File: src/sv/zlba_pkg.sv
`timescale 1ns / 1ps
// shared types and constants for the zoned log block allocator
// no dependencies; imported by every module of the block

package zlba_pkg;

  localparam int MAX_ZONES     = 1024;
  localparam int ZW            = $clog2(MAX_ZONES);   // zone index width
  localparam int ZCW           = ZW + 1;              // zone count width
  localparam int LBA_W         = 48;
  localparam int SEC_W         = 32;
  localparam int BS_W          = 9;
  localparam int SB_ZONE_COUNT = 2;

  // remainder unit: digits retired per cycle and digit steps per operation
  localparam int MOD_DIG   = 8;
  localparam int MOD_STEPS = LBA_W / MOD_DIG;
  localparam int MOD_CW    = $clog2(MOD_STEPS + 1);
  localparam int RW        = ZW;                      // remainder / divisor width

  localparam logic [3:0] COND_EMPTY         = 4'd1;
  localparam logic [3:0] COND_IMPLICIT_OPEN = 4'd2;

  localparam logic [2:0] ACT_LOAD    = 3'd0;
  localparam logic [2:0] ACT_INIT    = 3'd1;
  localparam logic [2:0] ACT_ALLOC   = 3'd2;
  localparam logic [2:0] ACT_RECLAIM = 3'd3;
  localparam logic [2:0] ACT_COUNT   = 3'd4;

  localparam logic [1:0] STS_OK      = 2'd0;
  localparam logic [1:0] STS_INVALID = 2'd1;
  localparam logic [1:0] STS_NOSPACE = 2'd2;
  localparam logic [1:0] STS_REFUSED = 2'd3;

  localparam int PADDR_W = 4;
  localparam logic [1:0] REG_BLOCK_SECTORS = 2'd0;
  localparam logic [1:0] REG_ZONE_SIZE     = 2'd1;
  localparam logic [1:0] REG_ZONE_CAPACITY = 2'd2;
  localparam logic [1:0] REG_TOTAL_ZONES   = 2'd3;

  typedef struct packed {
    logic [2:0]       action;
    logic [LBA_W-1:0] zone_start;
    logic [SEC_W-1:0] zone_length;
    logic [LBA_W-1:0] zone_write_pointer;
    logic [SEC_W-1:0] zone_cap;
    logic [3:0]       zone_condition;
    logic [1:0]       sb_zone_index;
    logic [9:0]       target_zone;
  } in_item_t;

  typedef struct packed {
    logic [1:0]       status;
    logic [LBA_W-1:0] block_lba;
    logic [9:0]       head_zone;
    logic [10:0]      free_zones;
  } out_item_t;

  typedef struct packed {
    logic [BS_W-1:0]  block_sectors;
    logic [SEC_W-1:0] zone_size;
    logic [SEC_W-1:0] zone_capacity;
    logic [10:0]      total_zones;
  } cfg_t;

  typedef enum logic [4:0] {
    S_IDLE, S_DISPATCH, S_SB_MODGO, S_SB_MOD, S_INIT_RD, S_INIT_MODGO, S_INIT_MOD,
    S_INIT_END, S_AL_MOD, S_AL_CRD, S_AL_CCHK, S_AL_COMMIT, S_RC_CHK, S_CNT_RD,
    S_CNT_CHK, S_DONE
  } fsm_state_t;

  typedef enum logic [1:0] {RD_SB, RD_IDX, RD_HEAD, RD_TARGET} rd_sel_t;

  typedef enum logic {MOD_WP, MOD_CAND} mod_sel_t;

  typedef enum logic [3:0] {
    UPD_NONE, UPD_LOAD, UPD_SB_LBA, UPD_SCAN_FIRST, UPD_INIT_CHK, UPD_INIT_END,
    UPD_CAND_FIRST, UPD_CAND_CHK, UPD_ALLOC_COMMIT, UPD_RECLAIM, UPD_CNT_CHK
  } upd_t;

  typedef struct packed {
    logic       latch;
    logic       rd_en;
    rd_sel_t    rd_sel;
    logic       mod_start;
    mod_sel_t   mod_sel;
    upd_t       upd;
    logic       set_status;
    logic [1:0] status;
    logic       out_load;
  } cmd_t;

  typedef struct packed {
    logic [2:0] action;
    logic       init_refuse;
    logic       sb_bad;
    logic       exhausted;
    logic       ndata_zero;
    logic       count_none;
    logic       recl_bad;
    logic       recl_busy;
    logic       mod_busy;
    logic       rd_empty;
    logic       init_partial;
    logic       idx_last;
    logic       step_last;
  } sts_t;

endpackage

File: src/sv/zlba_ctrl.sv
`timescale 1ns / 1ps
// controller: sequences each action over the datapath, owns the handshakes
// depends on zlba_pkg

module zlba_ctrl
  import zlba_pkg::*;
(
  input  logic clk,
  input  logic rst_n,
  input  logic in_valid,
  output logic in_ready,
  output logic out_valid,
  input  logic out_ready,
  input  sts_t sts,
  output cmd_t cmd
);

  fsm_state_t state_r, state_nxt;
  logic       out_valid_r, out_valid_nxt;
  logic       out_free;

  assign in_ready = (state_r == S_IDLE);
  assign out_free = !out_valid_r || out_ready;

  always_comb begin
    state_nxt = state_r;
    case (state_r)
      S_IDLE: begin
        if (in_valid) state_nxt = S_DISPATCH;
      end
      S_DISPATCH: begin
        case (sts.action)
          ACT_INIT: begin
            if (sts.init_refuse || sts.sb_bad) state_nxt = S_DONE;
            else state_nxt = S_SB_MODGO;
          end
          ACT_ALLOC: begin
            if (!sts.exhausted) state_nxt = S_AL_COMMIT;
            else if (sts.ndata_zero) state_nxt = S_DONE;
            else state_nxt = S_AL_MOD;
          end
          ACT_RECLAIM: begin
            if (sts.recl_bad || sts.recl_busy) state_nxt = S_DONE;
            else state_nxt = S_RC_CHK;
          end
          ACT_COUNT: begin
            if (sts.count_none) state_nxt = S_DONE;
            else state_nxt = S_CNT_RD;
          end
          default: state_nxt = S_DONE;
        endcase
      end
      S_SB_MODGO: state_nxt = S_SB_MOD;
      S_SB_MOD: begin
        if (!sts.mod_busy) state_nxt = S_INIT_RD;
      end
      S_INIT_RD:    state_nxt = S_INIT_MODGO;
      S_INIT_MODGO: state_nxt = S_INIT_MOD;
      S_INIT_MOD: begin
        if (!sts.mod_busy) begin
          if (sts.init_partial) state_nxt = S_DONE;
          else if (sts.idx_last) state_nxt = S_INIT_END;
          else state_nxt = S_INIT_RD;
        end
      end
      S_INIT_END: state_nxt = S_DONE;
      S_AL_MOD: begin
        if (!sts.mod_busy) state_nxt = S_AL_CRD;
      end
      S_AL_CRD: state_nxt = S_AL_CCHK;
      S_AL_CCHK: begin
        if (sts.rd_empty) state_nxt = S_AL_COMMIT;
        else if (sts.step_last) state_nxt = S_DONE;
        else state_nxt = S_AL_CRD;
      end
      S_AL_COMMIT: state_nxt = S_DONE;
      S_RC_CHK:    state_nxt = S_DONE;
      S_CNT_RD:    state_nxt = S_CNT_CHK;
      S_CNT_CHK: begin
        if (sts.idx_last) state_nxt = S_DONE;
        else state_nxt = S_CNT_RD;
      end
      S_DONE: begin
        if (out_free) state_nxt = S_IDLE;
      end
      default: state_nxt = S_IDLE;
    endcase
  end

  always_comb begin
    cmd = '0;
    cmd.rd_sel  = RD_IDX;
    cmd.mod_sel = MOD_WP;
    cmd.upd     = UPD_NONE;
    cmd.status  = STS_OK;
    case (state_r)
      S_IDLE: begin
        cmd.latch = in_valid;
      end
      S_DISPATCH: begin
        case (sts.action)
          ACT_LOAD: cmd.upd = UPD_LOAD;
          ACT_INIT: begin
            if (sts.init_refuse) begin
              cmd.set_status = 1'b1;
              cmd.status     = STS_REFUSED;
            end else if (sts.sb_bad) begin
              cmd.set_status = 1'b1;
              cmd.status     = STS_INVALID;
            end else begin
              cmd.rd_en  = 1'b1;
              cmd.rd_sel = RD_SB;
            end
          end
          ACT_ALLOC: begin
            if (!sts.exhausted) begin
              cmd.rd_en  = 1'b1;
              cmd.rd_sel = RD_HEAD;
            end else if (sts.ndata_zero) begin
              cmd.set_status = 1'b1;
              cmd.status     = STS_NOSPACE;
            end else begin
              cmd.mod_start = 1'b1;
              cmd.mod_sel   = MOD_CAND;
            end
          end
          ACT_RECLAIM: begin
            if (sts.recl_bad) begin
              cmd.set_status = 1'b1;
              cmd.status     = STS_INVALID;
            end else if (sts.recl_busy) begin
              cmd.set_status = 1'b1;
              cmd.status     = STS_REFUSED;
            end else begin
              cmd.rd_en  = 1'b1;
              cmd.rd_sel = RD_TARGET;
            end
          end
          ACT_COUNT: begin
            if (!sts.count_none) cmd.upd = UPD_SCAN_FIRST;
          end
          default: begin
            cmd.set_status = 1'b1;
            cmd.status     = STS_INVALID;
          end
        endcase
      end
      S_SB_MODGO: begin
        cmd.mod_start = 1'b1;
        cmd.upd       = UPD_SCAN_FIRST;
      end
      S_SB_MOD: begin
        if (!sts.mod_busy) cmd.upd = UPD_SB_LBA;
      end
      S_INIT_RD: begin
        cmd.rd_en = 1'b1;
      end
      S_INIT_MODGO: begin
        cmd.mod_start = 1'b1;
      end
      S_INIT_MOD: begin
        if (!sts.mod_busy) cmd.upd = UPD_INIT_CHK;
      end
      S_INIT_END: cmd.upd = UPD_INIT_END;
      S_AL_MOD: begin
        cmd.mod_sel = MOD_CAND;
        if (!sts.mod_busy) cmd.upd = UPD_CAND_FIRST;
      end
      S_AL_CRD: begin
        cmd.rd_en = 1'b1;
      end
      S_AL_CCHK: begin
        cmd.upd = UPD_CAND_CHK;
        if (!sts.rd_empty && sts.step_last) begin
          cmd.set_status = 1'b1;
          cmd.status     = STS_NOSPACE;
        end
      end
      S_AL_COMMIT: cmd.upd = UPD_ALLOC_COMMIT;
      S_RC_CHK: begin
        if (sts.rd_empty) begin
          cmd.set_status = 1'b1;
          cmd.status     = STS_REFUSED;
        end else begin
          cmd.upd = UPD_RECLAIM;
        end
      end
      S_CNT_RD: begin
        cmd.rd_en = 1'b1;
      end
      S_CNT_CHK: cmd.upd = UPD_CNT_CHK;
      S_DONE: begin
        cmd.out_load = out_free;
      end
      default: begin
      end
    endcase
  end

  always_comb begin
    out_valid_nxt = out_valid_r;
    if (cmd.out_load) out_valid_nxt = 1'b1;
    else if (out_ready) out_valid_nxt = 1'b0;
  end

  always_ff @(posedge clk) begin
    if (!rst_n) begin
      state_r     <= S_IDLE;
      out_valid_r <= 1'b0;
    end else begin
      state_r     <= state_nxt;
      out_valid_r <= out_valid_nxt;
    end
  end

  assign out_valid = out_valid_r;

  a_accept_dispatch: assert property (@(posedge clk) disable iff (!rst_n)
    in_valid && in_ready |=> state_r == S_DISPATCH)
    else $error("accepted transfer not dispatched");

  a_mod_idle_start: assert property (@(posedge clk) disable iff (!rst_n)
    cmd.mod_start |-> !sts.mod_busy)
    else $error("remainder unit restarted while busy");

  a_result_posted: assert property (@(posedge clk) disable iff (!rst_n)
    state_r == S_DONE && out_free |=> out_valid_r && state_r == S_IDLE)
    else $error("finished result not posted");

endmodule

File: config.mk
export PLATFORM = sky130hd
export DESIGN_NAME = zlba_ctrl
export DESIGN_NICKNAME = d
export VERILOG_FILES = /design/src/sv/zlba_pkg.sv /design/src/sv/zlba_ctrl.sv
export SDC_FILE = /design/constraint.sdc
export NUM_CORES = 1
export LEC_CHECK = 0
export BUFFER_PORTS_ARGS = -buffer_cell sky130_fd_sc_hd__buf_2
export CORE_ASPECT_RATIO = 0.8
export CORE_MARGIN = 1
export CORE_UTILIZATION = 40
export CTS_BUF_LIST = sky130_fd_sc_hd__clkbuf_8 sky130_fd_sc_hd__clkbuf_16
export DETAILED_ROUTE_END_ITERATION = 12
export GPL_TIMING_DRIVEN = 1
export PLACE_DENSITY = 0.73
export SLEW_MARGIN = 10
export SYNTH_ARGS = -nofsm -noshare
export SYNTH_HDL_FRONTEND = slang
export SYNTH_SLANG_ARGS = --single-unit
File: constraint.sdc
create_clock -name clk -period 2.3 [get_ports clk]
set_clock_uncertainty 0.15 [all_clocks]
set_input_delay 0.345 -clock clk [delete_from_list [all_inputs] [get_ports clk]]
set_output_delay 0.345 -clock clk [all_outputs]
set_load 0.05 [all_outputs]
## Word level (Yosys, flattened, before mapping)

Index checks and enable logic that the tools add are counted.

- Bits in registers: 6
- Input bits: 19
- Output and inout bits: 16
- Logic and storage cells: 91

- Equal/unequal tests: 24
- Multiplexer cells: 51
- Reductions and logical operators: 14

Operators with widths:

| operator | number |
|---|---|
| $pmux W5 S14 | 1 |
| $mux W3 | 19 |
| $eq A5 B4 Y1 const B | 8 |
| $pmux W4 S10 | 1 |
| $mux W5 | 5 |
| $eq A5 B3 Y1 const B | 4 |
| $mux W2 | 10 |
| $pmux W5 S4 | 1 |
| $pmux W3 S3 | 2 |
| $mux W4 | 3 |
| $pmux W3 S4 | 1 |
| $eq A5 B2 Y1 const B | 2 |
| $ne A2 B2 Y1 const B | 5 |
| $pmux W4 S2 | 1 |
| $eq A3 B2 Y1 const B | 2 |
| $pmux W1 S2 | 3 |
| $reduce_or A3 Y1 | 2 |
| $eq A5 B1 Y1 const B | 1 |
| $logic_not A5 Y1 | 1 |
| $reduce_and A5 Y1 | 1 |
| $mux W1 | 4 |
| $reduce_or A2 Y1 | 2 |
| $eq A3 B1 Y1 const B | 1 |
| $eq A3 B3 Y1 const B | 1 |
| 5 further kinds | 8 |

## Logic depth before layout (Yosys ltp)

Gate-level depths: netlist of the first run.

- Word-level depth: 4
- Gate-level depth with buffers: 7
- Gate-level depth less buffers: 4

## Worst setup path after synthesis of the first run

OpenSTA, ideal clock, no wires.

- Path kind: reg2out
- Start point: register state_r[2]
- End point: output port cmd[13] in the netlist's numbering
- Data arrival time: 2.855 ns
- Data required time: 1.805 ns
- Slack: -1.050 ns
- Stages on the path, launching flop included: 6
- Path buffers: 3
- Path through: dfxtp_1 buf_2 buf_4 buf_4 nor4_1 and2_1

RTL lines:

| item | line | RTL |
|---|---|---|
| from (decl) | zlba_ctrl.sv:18 | `fsm_state_t state_r, state_nxt;` |
| from (signal assigned) | zlba_ctrl.sv:211 | `state_r <= state_nxt;` |
| to (decl) | zlba_ctrl.sv:15 | `output cmd_t cmd` |

==> out/qor.csv, run 1 <==
metric,value,unit
startpoint types,register,
synthesis-stage register bit count,5,
Final period util,98.9,%
vias in the first global route,1050,
Sw Ratio,57.8,%
Cells after Synth,148,
crit path kind,register to primary output,
ratio of cells with drive above 1 in the final layout,34.2,%
Total Routed Length,3.14,mm
clock power share,9.6,%
syn nets,167,
Syn. warnings,0,
sw power,0.946,mW
GP Congestion,0.862,
die area,2770,µm²
most used flip-flop cell after synthesis,dfxtp_1,
CP arrival,1.78,ns
Final ANT Viol Nets,0,
CTS Buf Count,3,
drt drc,0,
# IOs,35,
fmax,440,MHz
Initial Util,42.0,%
vias,1307,
Worst Hold Class,input pin to register,
clock buffer depth,2,
CTS tree,built,
min-delay src,rst_n,
initial antenna violation count,0,
"Endpoint, Worst Hold",state_r[0],
Vias/cell,5.94,
largest net degree at the start of global routing,24,
CP Max Fanout,8,
"Seq/Total Area, Yosys",9.76,%
cells along the critical path,"or4b_4, o311ai_2, buf_2",
Avg WL per Cell,14.3,µm
Crit. End Element,primary output,
Slew headroom,68.7,%
worst IR drop on VDD,0.662,mV
sequential share of power,10.1,%
cell internal pwr,0.691,mW
worst flop-to-flop path startpoint,state_r[2],
syn avg cell area,6.93,µm²
Leak,0.577,nW
Die Span X,58.6,µm
number of synthesized flops with an enable pin,0,
cell family with the largest share of critical-path delay,simple AND/OR/NAND/NOR gates,
post-synth top area cell,dfxtp_1,
row count,16,
combinational power share,80.3,%
DP HPWL,2.48,mm
hold depth,3,
Post-CTS Setup Bufs,0,
clk slew on worst S/H paths,0.03,ns
synth top area cells,"dfxtp_1, o21ai_0, nor4b_2",
n_diodes,0,
fin nets,204,
post-synth top area share,9.76,%
RSZ-0062 raised after global routing,no,
crit-path max cell delay,0.59,ns
maximum capacitance violations,0,
core area,2440,µm²
worst r2r path cells,6,
Fill cells,234,
GR Overflow Total,0,
flop-to-flop setup slack,0.31,ns
synthesized area,1030,µm²
slowest library cell on the worst path,or4b_4,
H-tree depth,1,
first-pass GRT wire length,4.68,mm
Post-Place Cells,216,
post-synth cell types,51,
I/O Buffers,34,
R2R Path End,state_r[1],
Critical Path RT,1.80,ns
Clock Latency Late Sink,0.22,ns
Pwr Density,1230,nW/µm²
Finished Layout Cells,220,
Tmin final,2.28,ns
Initial DRT Pass Iterations,4,
clock root cell,clkbuf_8,
Final setup viols,0,
crit path buf inv count,1,
"Slew Viols, Final",0,
final hold vios,0,
worst slew pin tran,0.458,ns
CTS sink count,5,
Fin Hold WS,0.289,ns
initial DRC count,75,
Die H,47.3,µm
"Async S/R FF share, synth",0,%
GRT Overall Usage,21.9,%
status,"complete, no violations",
Post-synth top cells,"nor2_1, o21ai_0, nand2_1",
P&R area growth vs syn,29.8,%
==> state kept, by name (all words and copies together) (netlist names) <==
register and flops:
state_r 4, out_valid 1
==> final cells by class <==
| type | instances | area, µm² | area share (%) |
|---|---|---|---|
| Clock buffer | 3 | 41.3 | 3.10 |
| Clock inverter | 1 | 5.00 | 0.376 |
| Inverter | 7 | 26.3 | 1.97 |
| Multi-Input combinational cell | 122 | 853 | 64.1 |
| Sequential cell | 5 | 100 | 7.52 |
| Tap cell | 36 | 45.0 | 3.38 |
| Timing Repair Buffer | 46 | 260 | 19.5 |
==> layout by cell type (no fill, tap or decap), types with 2 or more instances in the layout <==
cell       count
nand3b_1       2
a21oi_1        5
nand4_1        3
nor3b_1        3
nand3_1        8
o21ai_0       11
inv_1          7
buf_4         12
buf_2         34
nor2_1        11
and4b_1        3
o21ai_1        3
o32ai_1        2
dfxtp_1        5
nor3_1         4
or3b_1         2
nor4b_2        3
nand2_1       10
nor4_1         3
o31ai_1        2
a31oi_1        2
clkbuf_8       3
a21boi_0       2
nand4b_1       2
a2bb2oi_1      2
and2_1         3
nand2b_1       5
or4b_4         2
nor2b_1        4
==> metrics by stage <==
| step | total power [mW] | utilization (%) | setup TNS [ns] | cell area, µm² | setup WS [ns] |
|---|---|---|---|---|---|
| final | 1.64 | 54.5 | 0 | 1330 | 0.0247 |
| after global routing | 1.76 | 54.5 | 0 | 1330 | 0.00113 |
| after CTS | 1.63 | 54.4 | 0 | 1330 | 0.0398 |
| after detailed placement | 1.47 | 52.5 | 0 | 1280 | 0.130 |
| after global placement | 1.44 | 52.5 | 0 | 1280 | 0.146 |
| after floorplan | 1.17 | - | -0.0433 | 1060 | -0.0433 |
==> routing by layer <==
metal | wire [µm] | up-vias | share of wire (%) | GRT usage (%)
met5 | 0 | - | 0 | 0
met4 | 23 | 0 | 0.73 | 5.24
met3 | 215 | 4 | 6.8 | 4.41
met2 | 1470 | 59 | 47 | 35.2
met1 | 1430 | 602 | 46 | 30.5
li1 | - | 642 | - | -
==> worst max-delay path by stage <==
stage | slack [ns] | cells past startpoint | from | to
2_1_floorplan | -0.04 | 5 | state_r[2] | cmd[13]
3_3_place_gp | 0.15 | 5 | sts[13] | cmd[12]
3_5_place_dp | 0.13 | 5 | sts[13] | cmd[12]
4_1_cts | 0.04 | 3 | state_r[1] | cmd[2]
5_1_grt | 0.001 | 3 | state_r[1] | cmd[2]
6_report | 0.02 | 3 | state_r[1] | cmd[2]
==> worst min-delay path, cell delays in order <==
cell and delay, ns:
buf_2 0.14, o31ai_1 0.07, a21oi_1 0.05
==> power groups by stage <==
| stage | Combinational (mW) | Clock, mW | Sequential [mW] |
|---|---|---|---|
| 6_report | 1.31 | 0.157 | 0.165 |
| 5_1_grt | 1.42 | 0.168 | 0.170 |
| 4_1_cts | 1.31 | 0.162 | 0.162 |
| 3_5_place_dp | 1.30 | 0 | 0.163 |
| 3_3_place_gp | 1.28 | 0 | 0.162 |
| 2_1_floorplan | 1.03 | 0 | 0.142 |
==> what timing repair did <==
action | in CTS | in global routing
endpoints found under the setup margin | 0 | 2
hold buffers | 0 | 0
gates resized for setup | 0 | 1
==> cells by family after synthesis <==
| family | count (synthesis) | synth area share (%) |
|---|---|---|
| DFF | 5 | 9.76 |
| buffers and inverters | 21 | 10.4 |
| and+or+nand+nor | 74 | 46.7 |
| AOI/OAI and AO/OA | 48 | 33.2 |
No activity file was read; power rests on OpenSTA's default activity.
==> run 2, diff against run 1 <==
- CORE_ASPECT_RATIO: 0.8 -> not set
==> run 2 against run 1 <==
Effect of this change: clock-buffer cell count did not move; worst hold slack got worse by 0.0084 ns; utilization rose by 1.7 points; worst setup slack improved by 0.065 ns; via count rose by 0.77%; global-route usage rose by 1.3 points; critical path depth did not move; critical path type unchanged.
==> out/qor.csv, run 2 (same netlist as run 1, synthesis figures left out) <==
metric,value,unit,change
Initial DRT Pass Iterations,4,,unchanged
Fin Hold WS,0.280,ns,-0.00842 ns
die area,2770,µm²,about the same
Total Routed Length,3.08,mm,-2.0%
DP HPWL,2.41,mm,-2.9%
Hold Buf Count CTS,0,,unchanged
worst IR drop on VDD,0.857,mV,+29%
area of the multi-input gates,853,µm²,unchanged
Final ANT Viol Nets,0,,unchanged
Fill cells,223,,-4.7%
ratio of cells with drive above 1 in the final layout,33.1,%,-1.1 points
Leak,0.563,nW,-2.5%
RSZ-0062 raised after global routing,no,,
"most common cell after layout, fill and taps aside",buf_2,,
Post-CTS Setup Bufs,0,,unchanged
Initial Util,44.3,%,+2.2 points
CP Max Fanout,7,,-1
Vias/cell,6.30,,+6.1%
Tmin final,2.21,ns,-0.0654 ns
hold depth,3,,unchanged
"Endpoint, Worst Hold",state_r[0],,
crit path kind,register to primary output,,
sequential standard cell area,100,µm²,unchanged
Critical Path RT,1.80,ns,about the same
worst flop-to-flop path startpoint,state_r[2],,
clock buffer depth,2,,unchanged
Avg WL per Cell,14.7,µm,+3.2%
Post-Place Cells,205,,-5.1%
"Slew Viols, Final",0,,unchanged
Die H,52.6,µm,+11%
Pwr Density,1230,nW/µm²,+0.41%
P&R area growth vs syn,27.1,%,
"Most flops, register",state_r,,
drt drc,0,,unchanged
Final setup viols,0,,unchanged
crit-path max cell delay,0.58,ns,about the same
flop-to-flop setup slack,0.39,ns,+0.08 ns
worst slew pin tran,0.489,ns,+0.0310 ns
H-tree depth,1,,unchanged
I/O Buffers,34,,unchanged
most frequent cells in the layout,"buf_2, nor2_1, o21ai_0",,
GRT Overall Usage,23.3,%,+1.3 points
clk slew on worst S/H paths,0.04,ns,about the same
CTS sink count,5,,unchanged
Worst setup startpoint,state_r[1],,
cells along the critical path,"or4b_4, o311ai_2, buf_4",,
worst r2r path cells,5,,-1
n_diodes,0,,unchanged
CP arrival,1.71,ns,-0.07 ns
Crit. End Element,primary output,,
R2R Path End,state_r[1],,
max FFs per register,4,,unchanged
maximum capacitance violations,0,,unchanged
fmax,453,MHz,+3.0%
fin nets,201,,-1.5%
final hold vios,0,,unchanged
slowest library cell on the worst path,or4b_4,,
Final period util,96.1,%,-2.8 points
GP Congestion,0.867,,+0.53%
core area,2320,µm²,-5.1%
Die Span X,52.6,µm,-10%
startpoint types,register,,
Worst Hold Class,input pin to register,,
Slew headroom,66.6,%,-2.1 points
CTS tree,built,,
row count,17,,+1
clock root cell,clkbuf_8,,
vias,1317,,+0.77%
GR Overflow Total,0,,unchanged
first-pass GRT wire length,4.97,mm,+6.2%
Clock Latency Late Sink,0.22,ns,about the same
min-delay src,rst_n,,
initial antenna violation count,0,,unchanged
CTS Buf Count,3,,unchanged
vias in the first global route,1186,,+13%
status,"complete, no violations",,
"Core Util, Final",56.2,%,+1.7 points
largest net degree at the start of global routing,29,,+21%
Finished Layout Cells,209,,-5.0%
Tot Pwr,1.61,mW,-1.7%
# IOs,35,,unchanged
initial DRC count,46,,-39%
run 2: cell count changes in the layout (fill, tap and decap cells not counted), sizes merged:
| cell | before | now |
|---|---|---|
| buf | 46 | 42 |
| clkbuf | 3 | 4 |
run 2: worst max-delay path by stage:
stage	end	slack, ns
5_1_grt	cmd[2]	0.003
3_5_place_dp	cmd[12]	0.15
3_3_place_gp	cmd[12]	0.14
4_1_cts	cmd[2]	0.02
2_1_floorplan	cmd[13]	-0.04
6_report	cmd[2]	0.09
run 2: layer usage:
| layer | vias up | share of wire, % | global-route usage, % |
|---|---|---|---|
| met4 | 0 | 0.45 | 8.33 |
| li1 | 638 | - | - |
| met1 | 625 | 45 | 29.3 |
| met3 | 2 | 5.5 | 1.74 |
| met2 | 52 | 49 | 40.7 |
| met5 | - | 0 | 0 |
run 2: what timing repair did:
action                                 in CTS  in global routing
setup endpoints to repair                   0                  3
resized for setup                           0                  4
endpoints found under the hold margin       0                  0
run 2: metrics by stage:
stage	instance area [µm²]	setup TNS [ns]	worst slack, ns
3_5_place_dp	1250	0	0.153
3_3_place_gp	1250	0	0.143
4_1_cts	1300	0	0.0249
2_1_floorplan	1060	-0.0433	-0.0433
5_1_grt	1300	0	0.00322
6_report	1300	0	0.0901
run 2: area by class of cell:
class                   count  area share, %
clock inverters             1          0.384
inverters                   7           2.02
multi-input cells         122           65.5
well taps                  28           2.69
repair buffers             43           18.6
clock buffers               3           3.17
flip-flops and latches      5           7.68
run 2: critical path, delay by kind of cell (launching register included):
kind | cells | cell delay [ns]
AO/OA/AOI/OAI | 1 | 0.31
buffers and inverters | 1 | 0.25
flip-flops | 1 | 0.37
AND/OR/NAND/NOR | 1 | 0.58
run 2: where the power goes:
| part | internal (mW) | switching, mW |
|---|---|---|
| logic | 0.435 | 0.859 |
| clock network | 0.116 | 0.0420 |
| registers | 0.118 | 0.0398 |
==> run 3, diff against run 2 <==
- ABC_CLOCK_PERIOD_IN_PS: not set -> 2300
- CELL_PAD_IN_SITES_DETAIL_PLACEMENT: not set -> 1
- CELL_PAD_IN_SITES_GLOBAL_PLACEMENT: not set -> 1
- CORE_UTILIZATION: 40 -> 37
- PLACE_DENSITY: 0.73 -> 0.91
==> run 3 against run 2 <==
Effect of this change: register-to-register slack lost 0.11 ns; non-clock buffer count increased by 1; design area grew 1.7%; final cell count grew 1.4%; power increased by 4.9%; die area rose by 7.8%; worst hold slack got worse by 0.0049 ns; critical path depth stayed put; utilization decreased by 4.1 points; flip-flop and latch count unchanged; fmax shrank 0.87%; largest power group unchanged.
==> out/qor.csv, run 3 (same netlist as run 1, synthesis figures left out) <==
metric,value,unit,change
first-pass GRT wire length,6.20,mm,+25%
Tot Pwr,1.69,mW,+4.9%
Final setup viols,0,,unchanged
die area,2990,µm²,+7.8%
drt drc,0,,unchanged
CP Max Fanout,10,,+3
Sw Ratio,59.1,%,+0.62 points
Final period util,96.9,%,+0.84 points
Die H,54.7,µm,+3.8%
most frequent cells in the layout,"buf_2, buf_4, o21ai_0",,
crit path buf inv count,1,,unchanged
max FFs per register,4,,unchanged
H-tree depth,1,,unchanged
worst IR drop on VDD,1.03,mV,+21%
crit-path max cell delay,0.58,ns,about the same
Initial Util,40.3,%,-3.9 points
ratio of cells with drive above 1 in the final layout,35.2,%,+2.0 points
CP arrival,1.73,ns,+0.02 ns
Vias/cell,6.22,,-1.3%
CTS tree,built,,
sw power,0.998,mW,+6.1%
CTS sink count,5,,unchanged
vias in the first global route,1281,,+8.0%
clock power share,10.1,%,+0.3 points
Worst Hold Class,input pin to register,,
"most common cell after layout, fill and taps aside",buf_2,,
DP HPWL,3.00,mm,+25%
Crit. End Element,primary output,,
slowest library cell on the worst path,or4b_4,,
Final ANT Viol Nets,0,,unchanged
Worst setup startpoint,state_r[1],,
setup TNS,0,ns,unchanged
vias,1318,,+0.076%
startpoint types,register,,
"Most flops, register",state_r,,
worst slew pin tran,0.585,ns,+0.0964 ns
Critical Path RT,1.80,ns,about the same
I/O Buffers,34,,unchanged
crit path kind,register to primary output,,
GP Congestion,0.840,,-3.1%
n_diodes,0,,unchanged
clk slew on worst S/H paths,0.04,ns,about the same
cell family with the largest share of critical-path delay,simple AND/OR/NAND/NOR gates,,
Total Routed Length,3.83,mm,+24%
final hold vios,0,,unchanged
Die Span X,54.7,µm,+3.8%
"Slew Viols, Final",0,,unchanged
CTS Buf Count,3,,unchanged
GRT Overall Usage,29.2,%,+5.9 points
# IOs,35,,unchanged
cells along the critical path,"or4b_4, o311ai_2, buf_4",,
initial antenna violation count,0,,unchanged
initial DRC count,36,,-22%
Pwr Density,1270,nW/µm²,+3.2%
clock buffer depth,2,,unchanged
worst flop-to-flop path startpoint,state_r[0],,
sequential share of power,11.8,%,+2.0 points
RSZ-0062 raised after global routing,no,,
Leak,0.572,nW,+1.6%
Post-CTS Setup Bufs,0,,unchanged
Tmin final,2.23,ns,+0.0193 ns
Initial DRT Pass Iterations,4,,unchanged
Fill cells,347,,+56%
combinational power share,78.2,%,-2.2 points
Clock Latency Late Sink,0.23,ns,about the same
min-delay src,rst_n,,
fin nets,202,,+0.50%
largest net degree at the start of global routing,26,,-10%
clock root cell,clkbuf_8,,
core area,2540,µm²,+9.8%
"Core Util, Final",52.1,%,-4.1 points
Fin Hold WS,0.276,ns,-0.00492 ns
GR Overflow Total,0,,unchanged
Slew headroom,60.0,%,-6.6 points
Avg WL per Cell,18.1,µm,+23%
cell internal pwr,0.692,mW,+3.4%
maximum capacitance violations,0,,unchanged
P&R area growth vs syn,29.3,%,
fmax,449,MHz,-0.87%
row count,18,,+1
status,"complete, no violations",,
## run 3: layout make-up
| class | instances | area (µm²) | area share (%) |
|---|---|---|---|
| flip-flops and latches | 5 | 104 | 7.83 |
| clock inverters | 1 | 5.00 | 0.377 |
| well taps | 30 | 37.5 | 2.83 |
| clock buffers | 3 | 41.3 | 3.11 |
| inverters | 7 | 26.3 | 1.98 |
| multi-input cells | 122 | 862 | 65.0 |
| repair buffers | 44 | 250 | 18.9 |
## run 3: stage by stage
step	cell area, µm²	setup WS [ns]	instances
2_1_floorplan	1060	-0.0433	148
3_3_place_gp	1260	0.146	208
3_5_place_dp	1260	0.108	208
4_1_cts	1320	0.0000570	212
5_1_grt	1330	0.0170	212
6_report	1330	0.0708	212
## run 3: power by group through the flow
stage	clock, mW	combinational (mW)	sequential, mW
5_1_grt	0.176	1.42	0.205
2_1_floorplan	0	1.03	0.142
6_report	0.170	1.32	0.199
4_1_cts	0.170	1.31	0.189
3_3_place_gp	0	1.24	0.180
3_5_place_dp	0	1.29	0.183
## run 3: worst paths after layout
| kind | to | slack (ns) | cells past startpoint |
|---|---|---|---|
| worst max-delay path | cmd[2] | 0.07 | 3 |
| worst min-delay path | state_r[3] | 0.28 | 2 |
| worst max register to register | state_r[1] | 0.28 | 5 |
| worst min register to register | out_valid | 0.46 | 2 |
## run 3: repair_timing
action,4_1_cts,5_1_grt
setup endpoints to repair,3,9
hold buffers,0,0
gates resized for setup,3,4
## run 3: routing by layer
metal / GRT usage [%] / up-vias / wire [µm]
met3: 3.06 / 7 / 185
met5: 0 / - / 0
met1: 38.3 / 634 / 1770
li1: - / 640 / -
met2: 48.8 / 37 / 1820
met4: 9.40 / 0 / 48
